### config.mk
export PLATFORM = sky130hd
export DESIGN_NAME = ngb_mac
export DESIGN_NICKNAME = d
export VERILOG_FILES = /design/src/ngb_pkg.sv /design/src/ngb_mac.sv
export SDC_FILE = /design/constraint.sdc
export NUM_CORES = 1
export LEC_CHECK = 0
export BUFFER_PORTS_ARGS = -buffer_cell sky130_fd_sc_hd__buf_2
export CORE_UTILIZATION = 45
export CTS_BUF_LIST = sky130_fd_sc_hd__clkbuf_4 sky130_fd_sc_hd__clkbuf_8 sky130_fd_sc_hd__clkbuf_16
export DETAILED_ROUTE_END_ITERATION = 7
export GPL_ROUTABILITY_DRIVEN = 0
export MAX_ROUTING_LAYER = met4
export PLACE_DENSITY = 0.7
export SLEW_MARGIN = 20
export SYNTH_ARGS = -nofsm -noshare
export SYNTH_HDL_FRONTEND = slang
export SYNTH_SLANG_ARGS = --single-unit
### constraint.sdc
create_clock -name i_clk -period 11.2 [get_ports i_clk]
set_clock_uncertainty 0.1 [all_clocks]
set_input_delay 1.12 -clock i_clk [delete_from_list [all_inputs] [get_ports i_clk]]
set_output_delay 1.12 -clock i_clk [all_outputs]
set_load 0.05 [all_outputs]
### src/ngb_pkg.sv
// ============================================================================
// ngb_pkg - shared types and constants for the normalised Gaussian blur
// Field widths, accumulator widths, register map and control structs.
// ============================================================================
package ngb_pkg;

    localparam int PIX_W       = 8;
    localparam int COORD_W     = 6;
    localparam int WEIGHT_W    = 10;
    localparam int NUM_WEIGHTS = 8;
    localparam int WSEL_W      = 3;
    localparam int PROD_W      = 2 * WEIGHT_W;     // weight product
    localparam int TERM_W      = PROD_W + PIX_W;   // weight * pixel
    localparam int NUM_W       = 36;               // 225 taps of TERM_W
    localparam int DEN_W       = 28;               // 225 taps of PROD_W
    localparam int QUOT_W      = 8;
    localparam int APB_DW      = 32;
    localparam int APB_AW      = 5;
    localparam int OFS_W       = 4;                // signed tap offset
    localparam int POS_W       = 8;                // signed tap position

    localparam logic OP_WRITE = 1'b0;
    localparam logic OP_READ  = 1'b1;

    typedef logic [NUM_WEIGHTS-1:0][WEIGHT_W-1:0] t_weights;

    localparam t_weights WEIGHT_RESET = {
        10'd0, 10'd0, 10'd2, 10'd6, 10'd16, 10'd30, 10'd45, 10'd51
    };

    typedef struct packed {
        logic clr;   // clear accumulators at the start of a read
        logic vld;   // current tap lies inside the frame
    } t_mac_ctrl;

    typedef enum logic [5:0] {
        S_IDLE  = 6'b000001,
        S_ROW   = 6'b000010,
        S_TAP   = 6'b000100,
        S_DRAIN = 6'b001000,
        S_LOAD  = 6'b010000,
        S_WAIT  = 6'b100000
    } t_state;

    function automatic logic [WSEL_W-1:0] f_mag(input logic signed [OFS_W-1:0] d);
        logic signed [OFS_W-1:0] neg;
        neg = -d;
        return d[OFS_W-1] ? neg[WSEL_W-1:0] : d[WSEL_W-1:0];
    endfunction

endpackage

### src/ngb_mac.sv
// ============================================================================
// ngb_mac - shared multiply-accumulate unit
// Three stages: kernel weight product, weight * pixel, accumulate.
// ============================================================================
module ngb_mac (
    input  logic                            i_clk,
    input  logic                            i_rst_n,
    input  ngb_pkg::t_mac_ctrl              i_ctrl,
    input  logic [ngb_pkg::WEIGHT_W-1:0]    i_wy,
    input  logic [ngb_pkg::WEIGHT_W-1:0]    i_wx,
    input  logic [ngb_pkg::PIX_W-1:0]       i_pixel,   // arrives in the cycle after i_ctrl
    output logic [ngb_pkg::NUM_W-1:0]       o_num,
    output logic [ngb_pkg::DEN_W-1:0]       o_den
);

    logic                            r_va, r_vb;
    logic [ngb_pkg::PROD_W-1:0]      r_w, r_wb;
    logic [ngb_pkg::TERM_W-1:0]      r_term;
    logic [ngb_pkg::NUM_W-1:0]       r_num;
    logic [ngb_pkg::DEN_W-1:0]       r_den;

    always_ff @(posedge i_clk) begin
        r_w    <= ngb_pkg::PROD_W'(i_wy) * ngb_pkg::PROD_W'(i_wx);
        r_wb   <= r_w;
        r_term <= ngb_pkg::TERM_W'(r_w) * ngb_pkg::TERM_W'(i_pixel);
        if (!i_rst_n) begin
            r_va <= 1'b0;
            r_vb <= 1'b0;
        end else begin
            r_va <= i_ctrl.vld;
            r_vb <= r_va;
        end
        if (i_ctrl.clr) begin
            r_num <= '0;
            r_den <= '0;
        end else if (r_vb) begin
            r_num <= r_num + ngb_pkg::NUM_W'(r_term);
            r_den <= r_den + ngb_pkg::DEN_W'(r_wb);
        end
    end

    assign o_num = r_num;
    assign o_den = r_den;

endmodule

Word-level counts from Yosys, hierarchy flattened
Cells that the tools add are included.

Register bits after elaboration: 134. Input bits: 32. Output and inout port bits: 64. Word-level logic and storage cells: 11.

Add/sub/neg operators: 2. Multiply operators: 2.

Operator list (number): adder 36 x 28 -> 36 bit (1); adder 28 x 20 -> 28 bit (1); multiplier 20 x 8 -> 28 bit (1); multiplier 10 x 10 -> 20 bit (1).

Depth between registers and ports, before layout
Gate-level depths: netlist of run 1.

Depth in word-level cells: 1. Depth in mapped cells: 20. Depth with buffers taken out: 19.

Worst setup path after synthesis of run 1
Ideal clock, no wire load.

Path type: input-to-reg. From: input port i_wx[1] (netlist bit). To: register r_w[15] (netlist bit). Library setup time: 0.126 ns. Data arrival time: 5.584 ns. Data required time: 10.974 ns. Slack: 5.389 ns. Stages on the path: 18. Path buffers: 1. Cell sequence: clkbuf_1 > nand2_1 > fa_1 > inv_1 > fa_1 > inv_1 > fa_1 > inv_1 > fa_1 > inv_1 > fa_1 > inv_1 > ha_1 > or3_1 > o22ai_1 > o21ai_0 > a311o_1 > xor2_1.

Word-level cells in the longest chain between the ends: 1.

RTL lines: start, declared (line ngb_mac.sv:10) `input logic [ngb_pkg::WEIGHT_W-1:0] i_wx,`; multiplier 10 x 10 -> 20 bit (line ngb_mac.sv:23) `r_w <= ngb_pkg::PROD_W'(i_wy) * ngb_pkg::PROD_W'(i_wx);`; end signal, assigned (line ngb_mac.sv:23); end, declared (line ngb_mac.sv:17) `logic [ngb_pkg::PROD_W-1:0] r_w, r_wb;`.

No other way between the ends. A chain may end at the register's enable or synchronous reset.

Final worst setup path of run 1
From: input port i_pixel[7] (netlist bit). To: register r_term[25] (netlist bit).

Word-level cells in the longest chain between the ends: 1.

RTL lines: start, declared (line ngb_mac.sv:11) `input logic [ngb_pkg::PIX_W-1:0] i_pixel,`; multiplier 20 x 8 -> 28 bit (line ngb_mac.sv:25) `r_term <= ngb_pkg::TERM_W'(r_w) * ngb_pkg::TERM_W'(i_pixel);`; end signal, assigned (line ngb_mac.sv:25); end, declared (line ngb_mac.sv:18) `logic [ngb_pkg::TERM_W-1:0] r_term;`.

No other way between the ends.

==> impl_metrics.yaml, run 1 <==
timing:
  post-route-period-util: 0.511
  setup_violations: 0
  fin_setup_tns_ps: 0
  final_hold_viol_count: 0
  report.final.slew_viol_count: 0
  relSlewSlack: 0.483
  tightest_slew_ps: 757
  min_period_ps: 5720
  fmax_ghz: 0.175
  rsz0062_at_grt: "false"
floorplan:
  rows: 66
  die_area_mm2: 0.0338
  die_height_um: 184
  core_mm2: 0.0325
  start_util: 0.457
  die_x_um: 184
  io_pins: 96
logic_synthesis:
  synth.distinct_cells: 77
  synth_area_per_cell_um2: 8.85
  yosys.area.top_type_share: 0.232
  ys_seq_elements: 134
  syn_nets: 2034
  synth_area_leader_cell: "fa_1"
  ys.flop_type: "dfxtp_1"
  synth.area.top_cells: "fa_1, dfxtp_1, ha_1"
  yosysWarnings: 0
  synthArstFlopShare: 0
  syn_area_mm2: 0.0149
  yosysSeqAreaShare: 0.181
  synth_edf_count: 0
  synth_cells: 1679
critical_path:
  worstPathRequired_ps: 11390
  worst-setup-path-type: "input port to register"
  path_buf_inv: 4
  crit_path_top_delay_cell: "fa_1"
  r2r_start: "r_w[3]$_DFF_P_"
  cpPeakStageDelay_ps: 540
  critical_path.top_delay_family: "adder cells"
  crit_top_cell: "fa_1"
  cp-start-kind: "input port"
  crit_fanout: 20
  cp.arrival_ps: 5910
  startpoint: "i_pixel[7]"
  crit_chain: "buf_2 -> nand2_1 -> fa_1 -> fa_1 -> inv_1 -> fa_1 -> inv_1 -> fa_1 -> inv_1 -> ha_1 -> o21a_1 -> o31a_1 -> o311ai_1 -> o31a_1 -> o211ai_1 -> a2111oi_0 -> nor4b_1"
  crit_path_end_kind: "register"
cts:
  cts-resized-gates: 0
  ctsHoldBuffers: 0
  clockBufferDepth: 2
  cts_tree: "yes"
  cts_sinks: 134
  clk_pin_slew_ps: 70
  h-tree-depth: 4
  post_cts_buffers: 0
  numCtsBuffers: 17
  insertion_delay_ps: 430
  cts_root_buf: "clkbuf_16"
cells_and_area:
  final_nets: 2096
  multi_input_area_mm2: 0.0112
  num-fill-cells: 3075
  instances_no_fill: 2197
  regArea_mm2: 0.00268
  drive_gt1_frac: 0.0878
  area_growth_pct: 10.0
grt:
  grt_overflow: 0
  grt_max_degree: 71
  grt_pass1_wl_um: 57600
  grt_pass1_vias: 11944
  grt.total_usage: 0.217
  antenna_found_initial: 1
detailed_routing:
  first_iter_violations: 577
  routed_via_density: 5.40
  wirelength_um: 34100
  vias: 11869
  drc_errors: 0
  ant_nets: 0
  firstDrtPassIters: 7
  wl_per_cell_um: 15.5
flow_run:
  max_cap_viol_count: 0
worst_hold_path:
  hold_path_class: "register to register"
  min_from: "r_va$_SDFF_PN0_"
status:
  outcome: "finished, final reports clean"
place:
  hpwl_um: 26900
  dp.cells: 2164
  io_buffers: 95
-- sequential cells by signal, summed over array words and instances (netlist names) --
name	cells
o_num	36
r_vb	1
r_term	28
o_den	28
r_w	20
r_va	1
r_wb	20
-- cells by family (layout without fill, tap and decap cells) --
group,count (synthesis),count (layout),synth area share
xor+xnor,66,66,0.0389
buf+inv,255,330,0.0663
flops,134,134,0.181
other cells,0,1,0
mux,21,21,0.0147
fa+ha+maj,323,323,0.359
simple gates,566,566,0.199
compound gates,314,314,0.142
-- Yosys cell counts, types with 17 or more instances --
cell        n
nor2b_1    17
inv_1     200
ha_1      151
o21a_1     18
xnor2_1    42
and2_1    187
xor2_1     24
nand2_1   157
a21o_1     32
a21oi_1    80
dfxtp_1   134
nor2_1     90
o21ai_0    41
nand2b_1   17
a211oi_1   17
clkbuf_1   42
fa_1      172
nand3_1    23
o211ai_1   19
-- per-stage QoR --
stage          setup slack [ps]  hold WS (ps)  area, um2  utilization
6_report                   5480           351      16300        0.502
5_1_grt                    5160           362      16300        0.502
4_1_cts                    5540           354      16300        0.502
3_5_place_dp               5090           329      15700        0.482
3_3_place_gp               5200           324      15700        0.482
2_1_floorplan              5390           229      14900            -
-- layout by cell type, fill, tap and decap left out, drive strengths merged, types with 6 or more instances in the layout --
cell    count
or4        10
a21oi      80
o31a        6
nand4       9
a211oi     19
fa        172
xor2       24
o21a       18
a31oi      17
o211ai     19
o22ai      11
o21ai      49
o21bai      8
or3         7
mux2        7
nor2b      17
and2      187
nor2       90
nand2     158
inv       206
nor4b       7
ha        151
mux2i      14
buf        98
and3        8
nand2b     17
nor3       15
dfxtp     134
xnor2      42
a21o       33
o31ai       7
clkbuf     17
nand3      23
-- path summary, 6_finish.rpt --
check                       end  slack, ps  cells past startpoint
max          r_term[25]$_DFF_P_       5480                     17
min             r_vb$_SDFF_PN0_        350                      1
max reg2reg  r_term[25]$_DFF_P_       5910                     16
min reg2reg     r_vb$_SDFF_PN0_        350                      1
-- routing by layer --
| metal | share of wire | vias up | track usage |
|---|---|---|---|
| met3 | 0.041 | 46 | 0.0285 |
| met1 | 0.46 | 5790 | 0.268 |
| met5 | 0 | - | - |
| met2 | 0.48 | 290 | 0.369 |
| li1 | - | 5743 | - |
| met4 | 0.020 | 0 | 0.0643 |
-- area by class of cell --
class	count	area share
Multi-Input combinational cell	1290	0.685
Sequential cell	134	0.164
Inverter	200	0.0459
Tap cell	442	0.0338
Timing Repair Buffer	98	0.0305
Clock buffer	17	0.0260
Clock inverter	15	0.0148
Antenna cell	1	0.000153
-- worst register-to-register path, stage by stage (launching register included) --
cell       delay (ps)
dfxtp_1           560
nand2_1           150
fa_1              510
fa_1              490
inv_1              50
fa_1              530
inv_1              60
fa_1              530
inv_1              40
ha_1              340
o21a_1            130
o31a_1            140
o311ai_1          420
o31a_1            340
o211ai_1          200
a2111oi_0         430
nor4b_1           130
Power of run 1 is left out: the tool's default activity adds up to more than one toggle a clock period on the data nets, which glitch-free logic cannot reach.
==> run 2, diff against run 1 <==
clock period = 5.5 ns   (was 11.2 ns; I/O delays follow)
==> impl_metrics.yaml, run 2 (synthesis gave the netlist of run 1 again) <==
cells_and_area:
  final_cell_mix: "inv_1, and2_1, fa_1"
  final_core_util: 0.503
  area_growth_pct: 10.1
  drive_gt1_frac: 0.0960
  final_common_cell: "inv_1"
  instances_no_fill: 2214
  final_nets: 2112
  largest_register_ff_count: 36
  num-fill-cells: 3083
place:
  hpwl_um: 27400
  io_buffers: 95
  dp.cells: 2180
cts:
  h-tree-depth: 4
  cts_sinks: 134
  insertion_delay_ps: 440
  clk_pin_slew_ps: 70
  cts_tree: "yes"
  cts_root_buf: "clkbuf_16"
  numCtsBuffers: 17
  clockBufferDepth: 2
  post_cts_buffers: 0
  ctsHoldBuffers: 0
  cts-resized-gates: 0
floorplan:
  core_mm2: 0.0325
  die_area_mm2: 0.0338
  die_x_um: 184
  die_height_um: 184
  io_pins: 96
  rows: 66
  start_util: 0.457
status:
  outcome: "finished, final reports clean"
detailed_routing:
  wirelength_um: 34200
  first_iter_violations: 616
  routed_via_density: 5.40
  drc_errors: 0
  wl_per_cell_um: 15.4
  firstDrtPassIters: 6
  vias: 11959
  ant_nets: 0
critical_path:
  cp.arrival_ps: 5390
  worst-setup-path-type: "register to register"
  crit_fanout: 9
  cp-start-kind: "register"
  worstPathRequired_ps: 5700
  crit_path_end_kind: "register"
timing:
  relSlewSlack: 0.434
  tightest_slew_ps: 845
  whs_ps: 222
  fin_setup_tns_ps: 0
  fmax_ghz: 0.192
  min_period_ps: 5200
  final_hold_viol_count: 0
  post-route-period-util: 0.945
  report.final.slew_viol_count: 0
  setup_violations: 0
  rsz0062_at_grt: "false"
grt:
  grt_pass1_wl_um: 57600
  grt_pass1_vias: 11994
  antenna_found_initial: 2
  grt_overflow: 0
  grt_max_degree: 70
  grt.total_usage: 0.217
flow_run:
  max_cap_viol_count: 0
worst_hold_path:
  hold_path_class: "input port to register"
[run 2: cell types whose count changed in the layout (fill, tap and decap cells not counted), sizes merged]
cell / before / now
diode: 1 / 2
clkinvlp: 1 / 4
clkinv: 3 / 1
buf: 98 / 114
bufinv: 5 / 0
inv: 206 / 210
[run 2: final cells by class]
| type | count | area (um2) | share of cell area |
|---|---|---|---|
| Multi-Input combinational cell | 1290 | 11200 | 0.684 |
| Sequential cell | 134 | 2680 | 0.164 |
| Inverter | 200 | 751 | 0.0459 |
| Timing Repair Buffer | 114 | 618 | 0.0378 |
| Tap cell | 442 | 553 | 0.0338 |
| Clock buffer | 17 | 425 | 0.0260 |
| Clock inverter | 15 | 136 | 0.00833 |
| Antenna cell | 2 | 5.00 | 0.000306 |
[run 2: per-layer routing]
metal	global-route usage	up-vias	share of wire
met2	0.363	321	0.48
met1	0.267	5794	0.45
met3	0.0271	62	0.043
li1	-	5782	-
met4	0.0790	0	0.025
met5	-	-	0
[run 2: final timing paths]
| kind | end | depth (start not counted) | from | slack [ps] |
|---|---|---|---|---|
| setup / recovery | r_term[25]$_DFF_P_ | 16 | r_w[1]$_DFF_P_ | 300 |
| hold / removal | r_va$_SDFF_PN0_ | 2 | i_ctrl[0] | 220 |
| setup reg to reg | r_term[25]$_DFF_P_ | 16 | r_w[1]$_DFF_P_ | 300 |
| hold reg to reg | r_vb$_SDFF_PN0_ | 1 | r_va$_SDFF_PN0_ | 350 |
[run 2: metrics by stage]
| stage | worst slack, ps | instance area, um2 |
|---|---|---|
| floorplan | 259 | 14900 |
| CTS | 344 | 16400 |
| global placement | 197 | 15800 |
| detailed placement | 63.4 | 15800 |
| global route | 105 | 16400 |
| finish | 302 | 16400 |
[run 2: critical path: stages, from the launching register on]
cell,delay (ps)
dfxtp_1,520
nand2_1,130
fa_1,500
fa_1,560
inv_1,60
fa_1,540
inv_1,60
fa_1,520
inv_1,40
ha_1,340
o21a_1,140
o31a_1,150
o311ai_1,390
o31a_1,290
o211ai_1,180
a2111oi_0,440
nor4b_1,110
Power of run 2 is left out for the same reason.
