--- config.mk ---
export PLATFORM = sky130hd
export DESIGN_NAME = ngb_div
export DESIGN_NICKNAME = d
export VERILOG_FILES = /design/src/ngb_pkg.sv /design/src/ngb_div.sv
export SDC_FILE = /design/constraint.sdc
export NUM_CORES = 1
export LEC_CHECK = 0
export ABC_AREA = 1
export BUFFER_PORTS_ARGS = -buffer_cell sky130_fd_sc_hd__buf_2
export CORE_ASPECT_RATIO = 0.7
export CORE_MARGIN = 2
export CORE_UTILIZATION = 35
export CTS_CLUSTER_SIZE = 14
export DETAILED_ROUTE_END_ITERATION = 10
export SETUP_SLACK_MARGIN = 0.2
export SYNTH_ARGS = -nofsm -noshare
export SYNTH_HDL_FRONTEND = slang
export SYNTH_SLANG_ARGS = --single-unit
--- constraint.sdc ---
create_clock -name i_clk -period 4.22 [get_ports i_clk]
set_clock_uncertainty 0.15 [all_clocks]
set_input_delay 0.211 -clock i_clk [delete_from_list [all_inputs] [get_ports i_clk]]
set_output_delay 0.211 -clock i_clk [all_outputs]
set_load 0.02 [all_outputs]
--- src/ngb_pkg.sv ---
// ============================================================================
// ngb_pkg - shared types and constants for the normalised Gaussian blur
// Field widths, accumulator widths, register map and control structs.
// ============================================================================
package ngb_pkg;

    localparam int PIX_W       = 8;
    localparam int COORD_W     = 6;
    localparam int WEIGHT_W    = 10;
    localparam int NUM_WEIGHTS = 8;
    localparam int WSEL_W      = 3;
    localparam int PROD_W      = 2 * WEIGHT_W;     // weight product
    localparam int TERM_W      = PROD_W + PIX_W;   // weight * pixel
    localparam int NUM_W       = 36;               // 225 taps of TERM_W
    localparam int DEN_W       = 28;               // 225 taps of PROD_W
    localparam int QUOT_W      = 8;
    localparam int APB_DW      = 32;
    localparam int APB_AW      = 5;
    localparam int OFS_W       = 4;                // signed tap offset
    localparam int POS_W       = 8;                // signed tap position

    localparam logic OP_WRITE = 1'b0;
    localparam logic OP_READ  = 1'b1;

    typedef logic [NUM_WEIGHTS-1:0][WEIGHT_W-1:0] t_weights;

    localparam t_weights WEIGHT_RESET = {
        10'd0, 10'd0, 10'd2, 10'd6, 10'd16, 10'd30, 10'd45, 10'd51
    };

    typedef struct packed {
        logic clr;   // clear accumulators at the start of a read
        logic vld;   // current tap lies inside the frame
    } t_mac_ctrl;

    typedef enum logic [5:0] {
        S_IDLE  = 6'b000001,
        S_ROW   = 6'b000010,
        S_TAP   = 6'b000100,
        S_DRAIN = 6'b001000,
        S_LOAD  = 6'b010000,
        S_WAIT  = 6'b100000
    } t_state;

    function automatic logic [WSEL_W-1:0] f_mag(input logic signed [OFS_W-1:0] d);
        logic signed [OFS_W-1:0] neg;
        neg = -d;
        return d[OFS_W-1] ? neg[WSEL_W-1:0] : d[WSEL_W-1:0];
    endfunction

endpackage

--- src/ngb_div.sv ---
// ============================================================================
// ngb_div - serial restoring divider
// Eight-bit quotient, one bit a cycle; zero divisor gives zero.
// ============================================================================
module ngb_div (
    input  logic                            i_clk,
    input  logic                            i_rst_n,
    input  logic                            i_start,
    input  logic [ngb_pkg::NUM_W-1:0]       i_num,
    input  logic [ngb_pkg::DEN_W-1:0]       i_den,
    output logic                            o_done,
    output logic [ngb_pkg::QUOT_W-1:0]      o_quot
);

    logic                               r_busy, r_done, r_zero;
    logic [2:0]                         r_cnt;
    logic [ngb_pkg::NUM_W-1:0]          r_rem;
    logic [ngb_pkg::DEN_W-1:0]          r_den;
    logic [ngb_pkg::QUOT_W-1:0]         r_quot;
    logic [ngb_pkg::NUM_W-1:0]          trial;
    logic                               ge;

    // quotient is known to fit 8 bits, so start at den << 7
    assign trial = ngb_pkg::NUM_W'(r_den) << r_cnt;
    assign ge    = (r_rem >= trial);

    always_ff @(posedge i_clk) begin
        if (!i_rst_n) begin
            r_busy <= 1'b0;
            r_done <= 1'b0;
            r_cnt  <= '0;
        end else begin
            r_done <= 1'b0;
            if (i_start) begin
                r_busy <= 1'b1;
                r_cnt  <= 3'd7;
            end else if (r_busy) begin
                r_cnt <= r_cnt - 3'd1;
                if (r_cnt == 3'd0) begin
                    r_busy <= 1'b0;
                    r_done <= 1'b1;
                end
            end
        end
        if (i_start) begin
            r_rem  <= i_num;
            r_den  <= i_den;
            r_zero <= (i_den == '0);
            r_quot <= '0;
        end else if (r_busy) begin
            if (ge) begin
                r_rem <= r_rem - trial;
            end
            r_quot <= {r_quot[ngb_pkg::QUOT_W-2:0], ge};
        end
    end

    assign o_done = r_done;
    assign o_quot = r_zero ? '0 : r_quot;

endmodule

== Word-level counts from Yosys, hierarchy flattened ==
Index checks and enable logic that the tools add are counted.

* $add $sub $neg: 2
* Order comparisons: 1
* Shift operators: 1
* Mux-type cells: 10
* Bitwise logic cells: 2
* Reduce and logical (&&, ||, !) cells: 6

{| class="wikitable"
|+ Operators with widths
! cell !! number
|-
| 36-bit two-way mux || 3
|-
| 36-bit greater-or-equal comparator || 1
|-
| 28-bit by 3-bit << shifter with 36-bit output || 1
|-
| 36-bit subtractor || 1
|-
| 28-bit zero test || 1
|-
| 8-bit two-way mux || 1
|-
| 3-bit two-way mux || 2
|-
| 1-bit two-way mux || 4
|-
| 2-bit nonzero test || 2
|-
| 3-bit zero test || 1
|-
| 3-bit OR reduction || 1
|-
| 3-bit by 1-bit subtractor with 3-bit output, second input constant || 1
|-
| 1-bit NOT || 2
|-
| 2-bit AND reduction || 1
|}

* Register bits after elaboration: 78
* Input port bits: 67
* Output and inout port bits: 9
* Word-level logic and storage cells: 29

== Longest topological paths before layout ==
Gate-level depths: netlist of the first run.

* Depth in word-level cells: 5
* Mapped depth: 23
* Mapped depth without buffers: 22

== Worst setup path before layout of the first run ==
No wires, ideal clock.

* Path kind: flip-flop to flip-flop
* From: register r_cnt[1]
* To: register r_rem[0] (netlist name) (enable)
* Library setup time: 0.394 ns
* Arrival: 2.956 ns
* Required time: 3.676 ns
* Slack: 0.721 ns
* Cell stages (with the launch flop): 18
* Buffers on the path: 1
* Period minus slack after synthesis: 3.499 ns
* Path through: dfxtp_1 clkinv_1 clkbuf_1 nand2_1 o21ai_0 nand2_1 nand2_1 ha_1 nand2_1 nor2_1 nand3_1 inv_1 nand4_1 nand3_1 nand3_1 nand2_1 nand2_1 nand2_1

* Word-level cells in the longest chain between the ends: 4

{| class="wikitable"
|+ RTL lines
! what !! RTL line !! RTL
|-
| start: declaration || ngb_div.sv:16 || <nowiki>logic [2:0] r_cnt;</nowiki>
|-
| start signal: assignment || ngb_div.sv:38 || <nowiki>r_cnt <= r_cnt - 3'd1;</nowiki>
|-
| 28-bit by 3-bit << shifter with 36-bit output || ngb_div.sv:24 || <nowiki>assign trial = ngb_pkg::NUM_W'(r_den) << r_cnt;</nowiki>
|-
| 36-bit greater-or-equal comparator || ngb_div.sv:25 || <nowiki>assign ge = (r_rem >= trial);</nowiki>
|-
| 2-bit nonzero test (no source line) || -- ||
|-
| 2-bit AND reduction (no source line) || -- ||
|-
| end signal: assignment || ngb_div.sv:46 || <nowiki>r_rem <= i_num;</nowiki>
|-
| end signal: assignment || ngb_div.sv:52 || <nowiki>r_rem <= r_rem - trial;</nowiki>
|-
| end: declaration || ngb_div.sv:17 || <nowiki>logic [ngb_pkg::NUM_W-1:0] r_rem;</nowiki>
|}

No other way between the ends.
A chain may end at the register's enable or synchronous reset.

== Worst setup path after layout of the first run ==
* From: register r_cnt[0]
* To: register r_rem[9] (netlist name) (enable)

Same word-level chain as after synthesis.

==> results of run 1 <==
==> layout make-up <==
type,instances,share of cell area
timing repair buffer,133,0.119
tap,236,0.0372
clock buffer,9,0.0284
clock inverter,7,0.00898
inverter,120,0.0570
sequential,78,0.279
multi-input combinational,777,0.471
==> critical path, delay by kind of cell, from the launching register on <==
kind | cells | cell delay [ns]
DFF | 1 | 0.51
and+or+nand+nor | 14 | 1.37
adders and majority gates | 1 | 0.37
buffers and inverters | 4 | 0.73
AOI/OAI and AO/OA | 1 | 0.12
==> flip-flops by register name, summed over array words and instances (netlist names) <==
| name | cells |
|---|---|
| r_rem | 36 |
| r_den | 28 |
| r_quot | 8 |
| r_cnt | 3 |
| o_done | 1 |
| r_busy | 1 |
| r_zero | 1 |
==> path summary, 6_finish.rpt <==
check                    startpoint                endpoint  slack [ns]
min reg2reg  r_quot[0]$_SDFFE_PP0P_  r_quot[0]$_SDFFE_PP0P_        0.31
max           r_cnt[0]$_SDFFE_PN0P_      r_rem[9]$_DFFE_PP_        0.62
min                        i_num[8]      r_rem[8]$_DFFE_PP_     -0.0005
max reg2reg   r_cnt[0]$_SDFFE_PN0P_      r_rem[9]$_DFFE_PP_        0.62
==> cells by family (layout without fill, tap and decap cells) <==
kind of cell	count (synthesis)	count (layout)	synth area share
flops	78	78	0.339
xor+xnor	10	10	0.0134
compound gates	118	118	0.0953
fa+ha+maj	38	38	0.0740
buf+inv	147	269	0.0875
mux	2	2	0.00307
simple gates	609	609	0.388
==> stage by stage <==
step                      total power [mW]  setup WS [ns]   util  hold slack [ns]
after floorplan                       2.57          0.721      -            0.160
after global placement                3.05          0.449  0.392            0.256
after detailed placement              3.07          0.412  0.392            0.253
after CTS                             3.91          0.376  0.437          0.00593
after global routing                  4.30          0.207  0.437           0.0131
final                                 3.91          0.625  0.437        -0.000542
==> timing repair <==
item / 4_1_cts / 5_1_grt
hold buffers: 51 / 0
gates resized for setup: 0 / 4
endpoints found under the setup margin: 0 / 36
endpoints found under the hold margin: 52 / 0
==> placed cells by master (no fill, tap or decap), drive strengths merged, types with 2 or more instances in the layout <==
cell         count
nand4            4
buf             82
inv            125
xnor2            8
xor2             2
nor4             7
dfxtp           13
clkinv           2
dlygate4sd3     51
clkbuf           9
and2             2
o21ai           64
or2              8
nand3b           4
edfxtp          65
nand3           64
o21bai           5
o22ai            7
nor3            12
a21oi           40
nand2          438
nor2            70
ha              37
mux2i            2
==> routing by layer <==
metal	share of wire	vias to the layer above	wire length (um)	track usage
met4	0.011	0	210	0.0397
met5	0	-	0	0
met3	0.047	20	881	0.0315
met1	0.52	2887	9620	0.283
li1	-	3451	-	-
met2	0.42	145	7870	0.311
==> power by group <==
| part | internal (mW) | total [mW] | leakage [nW] | switching [mW] |
|---|---|---|---|---|
| clock network | 0.419 | 0.799 | 0.148 | 0.380 |
| registers | 1.01 | 1.08 | 0.754 | 0.0694 |
| logic | 0.719 | 2.03 | 3.06 | 1.31 |
| total | 2.15 | 3.91 | 3.96 | 1.76 |
==> reports/qor.csv, run 1 <==
metric;value;unit
run_status;complete, but fails checks;
violations;DRC, hold timing;
synth.most_common_cell;nand2_1;
yosysTopAreaCellShare;0.299;
dieArea;19800;um2
cts_tree;done;
crit_type;flip-flop to flip-flop;
async_flop_share;0;
place_area;7130;um2
yosysTopAreaCell;edfxtp_1;
dp_hpwl;14400;um
antenna_left;0;
power_density;492;nW/um2
layout.area.seq;2210;um2
setup_viol;0;
cpPeakStageDelay;0.51;ns
area_growth;21.7;%
antenna_cells;0;
period_share;0.852;
overflow;0;
drc;3;
via_per_inst;4.78;
yosys_warnings;0;
syn_nets;1107;
drtIter0Drc;537;
numClockSinks;78;
dp.cells;1293;
cp_slowest_cell;dfxtp_2;
fin_cells;1360;
post_synth_num_cell_types;37;
fmax;278;MHz
worstMarginPinSlew;0.825;ns
worstPathMaxFanout;26;
path_clk_slew;0.07;ns
r2r_cells;20;
synth.area.top_cells;edfxtp_1, nand2_1, ha_1;
drt_wl_total;18600;um
wire_per_inst;13.7;um
rsz0062_at_grt;no;
worstPathCellList;buf_4, nand2_1, nand2_1, inv_1, nand2_1, o21ai_0, nand2_1, nand2_1, ha_1, nand2_1, nor2_1, nand3_1, inv_1, nand4_1, nand3_1, nand3_1, nand2_1, nand2_1, nand2_1, buf_6;
finalCriticalPeriod;3.60;ns
grt_pass1_vias;6221;
cp.arrival;3.47;ns
post_cts.repair.setup_buffers;0;
power_leakage;3.96;nW
synth_flop_cell;edfxtp_1;
hold_class;input pin to flip-flop;
htree_levels;3;
die_w;167;um
cp_common_cell;nand2_1;
syn_avg_cell_area;6.51;um2
cts_made_buffers;9;
grt_antenna_before_repair;0;
synth_commonest_cells;nand2_1, inv_1, nor2_1, edfxtp_1;
grt_pass1_wl;31300;um
grt_use_total;0.197;
end_kind;flip-flop;
start_util;0.359;
synthCells;1002;
grt_max_degree;51;
worstSkewPairLatency;0.35;ns
synth_edf_count;65;
vdd_drop_max;0.208;mV
die_h;118;um
multi_input_area;3740;um2
yosysSeqAreaShare;0.339;
synth-seq-cells;78;
place_congestion;0.890;
final_nets;1224;
clock_path_buffers;2;
relSlewSlack;0.449;
drv_slew;0;
whs;-0.000542;ns
startpoint_type;flip-flop;
std_cell_rows;41;
drive_gt1_frac;0.115;
cts_root_buf;clkbuf_16;
hold_violations;1;
core_area;18200;um2
syn_area;6520;um2
tns;0;ns
maxCapViolCount;0;
portBuffers;75;
fill_cells;1955;
required;4.10;ns
ioPinCount;76;
min_delay_path_depth;3;
dr.pass1.iters;8;
vias;6503;
fin_area;7940;um2
No activity file was read; power rests on OpenSTA's default activity.
==> run 2: changes to the inputs <==
Settings changed: PLACE_DENSITY from default to 0.57, SLEW_MARGIN from default to 20.
==> run 2 against run 1 <==
Against the previous run:
- the run ends with DRC left
- utilization up 0.30 points
- sequential power is essentially flat
- die area unchanged
- critical path depth stayed put
- design area grew 0.68%
- non-clock buffer count increased by 6
- routed wire length up 2.4%
- clock power barely moved
- fmax decreased by 0.56%
==> reports/qor.csv, run 2 (synthesis results as in run 1) <==
metric;value;unit
run_status;complete, but fails checks;
violations;DRC;
routed.top_layer;met4;
htree_levels;3;
relSlewSlack;0.428;
drtIter0Drc;423;
maxCapViolCount;0;
cpPeakStageDelay;0.48;ns
min_from;i_num[9];
largestRegisters;r_rem (36), r_den (28), r_quot (8);
end_kind;flip-flop;
grt_pass1_wl;31500;um
wl_met2;7870;um
drv_slew;0;
path_buf_inv;4;
cts_root_buf;clkbuf_16;
finalCriticalPeriod;3.62;ns
grt_max_degree;46;
dr.pass1.iters;8;
period_share;0.857;
total_power;3.93;mW
final_common_cell;nand2_1;
wire_per_inst;13.9;um
vias;6583;
wl_met1;9710;um
worstSkewPairLatency;0.36;ns
worstMarginPinSlew;0.857;ns
grt_use_total;0.200;
vdd_drop_max;0.196;mV
setup_viol;0;
r2r_start;r_cnt[0]$_SDFFE_PN0P_;
regToRegEndpoint;r_rem[12]$_DFFE_PP_;
place_congestion;0.932;
top_register;r_rem;
overflow;0;
min_delay_path_depth;3;
ioPinCount;76;
portBuffers;75;
core_area;18200;um2
whs;0.00974;ns
tns;0;ns
numClockSinks;78;
die_w;167;um
drive_gt1_frac;0.114;
via_per_inst;4.82;
std_cell_rows;41;
layout_common_cells;nand2_1, inv_1, buf_2;
start_util;0.359;
crit_type;flip-flop to flip-flop;
required;4.10;ns
r2r_cells;20;
grt_pass1_vias;6387;
critPathTopFamily;simple AND/OR/NAND/NOR gates;
rsz0062_at_grt;no;
clock_path_buffers;2;
post_cts.repair.setup_buffers;0;
antenna_left;0;
area_growth;22.6;%
cp_slowest_cell;dfxtp_2;
dieArea;19800;um2
hold_class;input pin to flip-flop;
largest_reg_flops;36;
fmax;277;MHz
cts_made_buffers;9;
cp.arrival;3.50;ns
final_nets;1230;
antenna_cells;0;
path_clk_slew;0.06;ns
grt_antenna_before_repair;0;
die_h;118;um
cp_common_cell;nand2_1;
hold_violations;0;
min_to;r_rem[9]$_DFFE_PP_;
met3_length;1020;um
worstPathCellList;buf_4, nand2_1, nand2_1, inv_1, nand2_1, o21ai_0, nand2_1, nand2_1, ha_1, nand2_1, nor2_1, nand3_1, inv_1, nand4_1, nand3_1, nand3_1, nand2_1, nand2_1, nand2_1, buf_4;
power_leakage;3.99;nW
cts_tree;done;
drt_wl_total;19000;um
dp_hpwl;14900;um
r2r_setup_slack;0.60;ns
startpoint_type;flip-flop;
drc;5;
worstPathMaxFanout;20;
power_density;492;nW/um2
run 2: cell count changes in the layout (fill, tap and decap cells not counted):
| cell | change |
|---|---|
| buf_6 | -1 |
| dlygate4sd3_1 | +6 |
| clkinv_8 | -1 |
| inv_6 | -1 |
| buf_4 | +1 |
| inv_8 | +2 |
run 2: power breakdown:
part	total [mW]	internal, mW	switching, mW
clock network	0.798	0.420	0.378
logic	2.06	0.722	1.33
registers	1.08	1.01	0.0712
run 2: layer usage:
| layer | GRT usage | vias up |
|---|---|---|
| met3 | 0.0425 | 30 |
| li1 | - | 3470 |
| met4 | 0.0641 | 0 |
| met5 | 0 | - |
| met2 | 0.308 | 160 |
| met1 | 0.281 | 2923 |
run 2: worst min-delay path: stages:
cell and delay [ns]:
buf_2 0.08, nand2_1 0.05, o21ai_0 0.06
run 2: layout make-up:
class                      count  area (um2)
clock buffer                   9         225
inverter                     120         453
clock inverter                 7        68.8
tap                          236         295
sequential                    78        2210
fill                        1944       10200
multi-input combinational    777        3740
timing repair buffer         139         998
run 2: how the worst max path moves through the flow:
| stage | startpoint | to | slack, ns | cells past startpoint |
|---|---|---|---|---|
| after CTS | r_cnt[0]$_SDFFE_PN0P_ | r_rem[12]$_DFFE_PP_ | 0.50 | 20 |
| after global routing | r_cnt[0]$_SDFFE_PN0P_ | r_rem[8]$_DFFE_PP_ | 0.24 | 20 |
| after global placement | r_cnt[0]$_SDFFE_PN0P_ | r_rem[28]$_DFFE_PP_ | 0.53 | 20 |
| after detailed placement | r_cnt[0]$_SDFFE_PN0P_ | r_rem[28]$_DFFE_PP_ | 0.53 | 20 |
| after floorplan | r_cnt[1]$_SDFFE_PN0P_ | r_rem[0]$_DFFE_PP_ | 0.72 | 17 |
| final | r_cnt[0]$_SDFFE_PN0P_ | r_rem[12]$_DFFE_PP_ | 0.60 | 20 |
run 2: repair_timing:
| action | in CTS | in global routing |
|---|---|---|
| gates resized for setup | 0 | 3 |
| setup endpoints to repair | 0 | 36 |
| hold buffers | 57 | 0 |
| endpoints found under the hold margin | 61 | 0 |
run 2: stage by stage:
step                utilization  instances  setup slack [ns]  area (um2)
floorplan                     -       1002             0.721        6520
global placement          0.392       1293             0.528        7130
detailed placement        0.392       1293             0.525        7130
CTS                       0.440       1366             0.500        7990
global route              0.440       1366             0.241        8000
finish                    0.440       1366             0.605        8000
==> run 3: changes to the inputs <==
Settings changed: CELL_PAD_IN_SITES_DETAIL_PLACEMENT from default to 1, CELL_PAD_IN_SITES_GLOBAL_PLACEMENT from default to 1, CTS_BUF_LIST from default to sky130_fd_sc_hd__clkbuf_4, PLACE_DENSITY 0.57 to 0.74.
==> run 3 against run 2 <==
Against the previous run:
- the run still ends with DRC left
- count of clock-buffer cells in the layout did not move
- die area did not move
- non-clock buffer count rose by 10
- worst setup slack improved by 0.032 ns
- clock power fell by 35%
- final cell count rose by 0.73%
- utilization fell by 0.21 points
- hold slack improved by 0.16 ns
- critical endpoint is now r_rem[17]$_DFFE_PP_
- largest cell class unchanged
- highest routed layer unchanged
==> reports/qor.csv, run 3 (synthesis results as in run 1) <==
metric;value;unit
worstSkewPairLatency;0.49;ns
clock_path_buffers;2;
vias;6800;
dp.cells;1295;
finalCriticalPeriod;3.58;ns
drc;3;
cp.arrival;3.61;ns
dp_hpwl;16500;um
rsz0062_at_grt;no;
startpoint_type;flip-flop;
overflow;0;
place_congestion;0.874;
grt_pass1_wl;34700;um
drv_slew;0;
cts_root_buf;clkbuf_4;
path_clk_slew;0.17;ns
period_share;0.849;
setup_viol;0;
maxCapViolCount;0;
top_register;r_rem;
htree_levels;3;
largest_reg_flops;36;
final_common_cell;nand2_1;
numClockSinks;78;
area_growth;22.0;%
relSlewSlack;0.402;
power_leakage;3.97;nW
end_kind;flip-flop;
hold_class;input pin to flip-flop;
cts_made_buffers;9;
ioPinCount;76;
final_core_util;0.438;
std_cell_rows;41;
die_w;167;um
antenna_cells;0;
power_density;467;nW/um2
via_per_inst;4.94;
dieArea;19800;um2
worstPathMaxFanout;33;
worstMarginPinSlew;0.898;ns
fin_cells;1376;
grt_pass1_vias;6778;
drt_wl_total;21500;um
whs;0.166;ns
drive_gt1_frac;0.114;
fmax;279;MHz
layout_common_cells;nand2_1, inv_1, buf_2;
cts_tree;done;
crit_type;flip-flop to flip-flop;
vdd_drop_max;0.161;mV
portBuffers;75;
start_util;0.359;
die_h;118;um
grt_antenna_before_repair;0;
grt_use_total;0.221;
wire_per_inst;15.6;um
total_power;3.71;mW
grt_max_degree;79;
violations;DRC;
drtIter0Drc;372;
required;4.24;ns
final_nets;1240;
antenna_left;0;
dr.pass1.iters;8;
post_cts.repair.setup_buffers;0;
tns;0;ns
largestRegisters;r_rem (36), r_den (28), r_quot (8);
fill_cells;2446;
run_status;complete, but fails checks;
core_area;18200;um2
hold_violations;0;
## run 3: changes by cell type in the layout (fill, tap and decap cells not counted), sizes merged
cell         change
inv              -3
buf              +2
bufinv           +1
clkinv           +2
dlygate4sd3      +8
## run 3: repair_timing
item / in CTS / in global routing
hold endpoints to repair: 70 / 0
gates resized for setup: 0 / 7
hold buffers: 65 / 0
endpoints found under the setup margin: 0 / 27
## run 3: metrics by stage
stage / setup slack (ns) / cell area [um2]
2_1_floorplan: 0.721 / 6520
3_3_place_gp: 0.599 / 7140
3_5_place_dp: 0.489 / 7140
4_1_cts: 0.434 / 7940
5_1_grt: 0.192 / 7960
6_report: 0.637 / 7960
## run 3: final timing paths
path	from	to	slack (ns)	cells after the start
hold / removal	i_start	r_busy$_SDFF_PN0_	0.17	3
setup / recovery	r_cnt[0]$_SDFFE_PN0P_	r_rem[17]$_DFFE_PP_	0.64	20
setup reg to reg	r_cnt[0]$_SDFFE_PN0P_	r_rem[17]$_DFFE_PP_	0.64	20
hold reg to reg	r_quot[0]$_SDFFE_PP0P_	r_quot[0]$_SDFFE_PP0P_	0.33	2
## run 3: power breakdown
part | internal, mW | total [mW] | leakage, nW | switching [mW]
registers | 1.01 | 1.08 | 0.754 | 0.0732
clock network | 0.190 | 0.517 | 0.0831 | 0.328
logic | 0.735 | 2.12 | 3.13 | 1.38
## run 3: cell type report
type	instances	area [um2]	area share
Clock buffer	9	67.6	0.00849
Clock inverter	7	80.1	0.0101
Inverter	120	453	0.0569
Multi-Input combinational cell	777	3740	0.470
Sequential cell	78	2210	0.278
Tap cell	236	295	0.0371
Timing Repair Buffer	149	1110	0.139
## run 3: routing by layer
metal | global-route usage | part of all wire | up-vias
met5 | 0 | 0 | -
met4 | 0.0402 | 0.010 | 0
met3 | 0.0342 | 0.041 | 17
met2 | 0.364 | 0.45 | 125
met1 | 0.311 | 0.50 | 3177
li1 | - | - | 3481
## run 3: critical path: stages, from the launching register on
cell and delay [ns]:
dfxtp_1 0.44, buf_8 0.24, nand2_1 0.09, nand2_1 0.07
inv_1 0.05, nand2_1 0.04, o21ai_0 0.15, nand2_1 0.10
nand2_1 0.12, ha_1 0.36, nand2_1 0.11, nor2_1 0.21
nand3_1 0.14, inv_1 0.10, nand4_1 0.11, nand3_1 0.14
nand3_1 0.08, nand2_1 0.09, nand2_1 0.06, nand2_1 0.11
buf_8 0.26
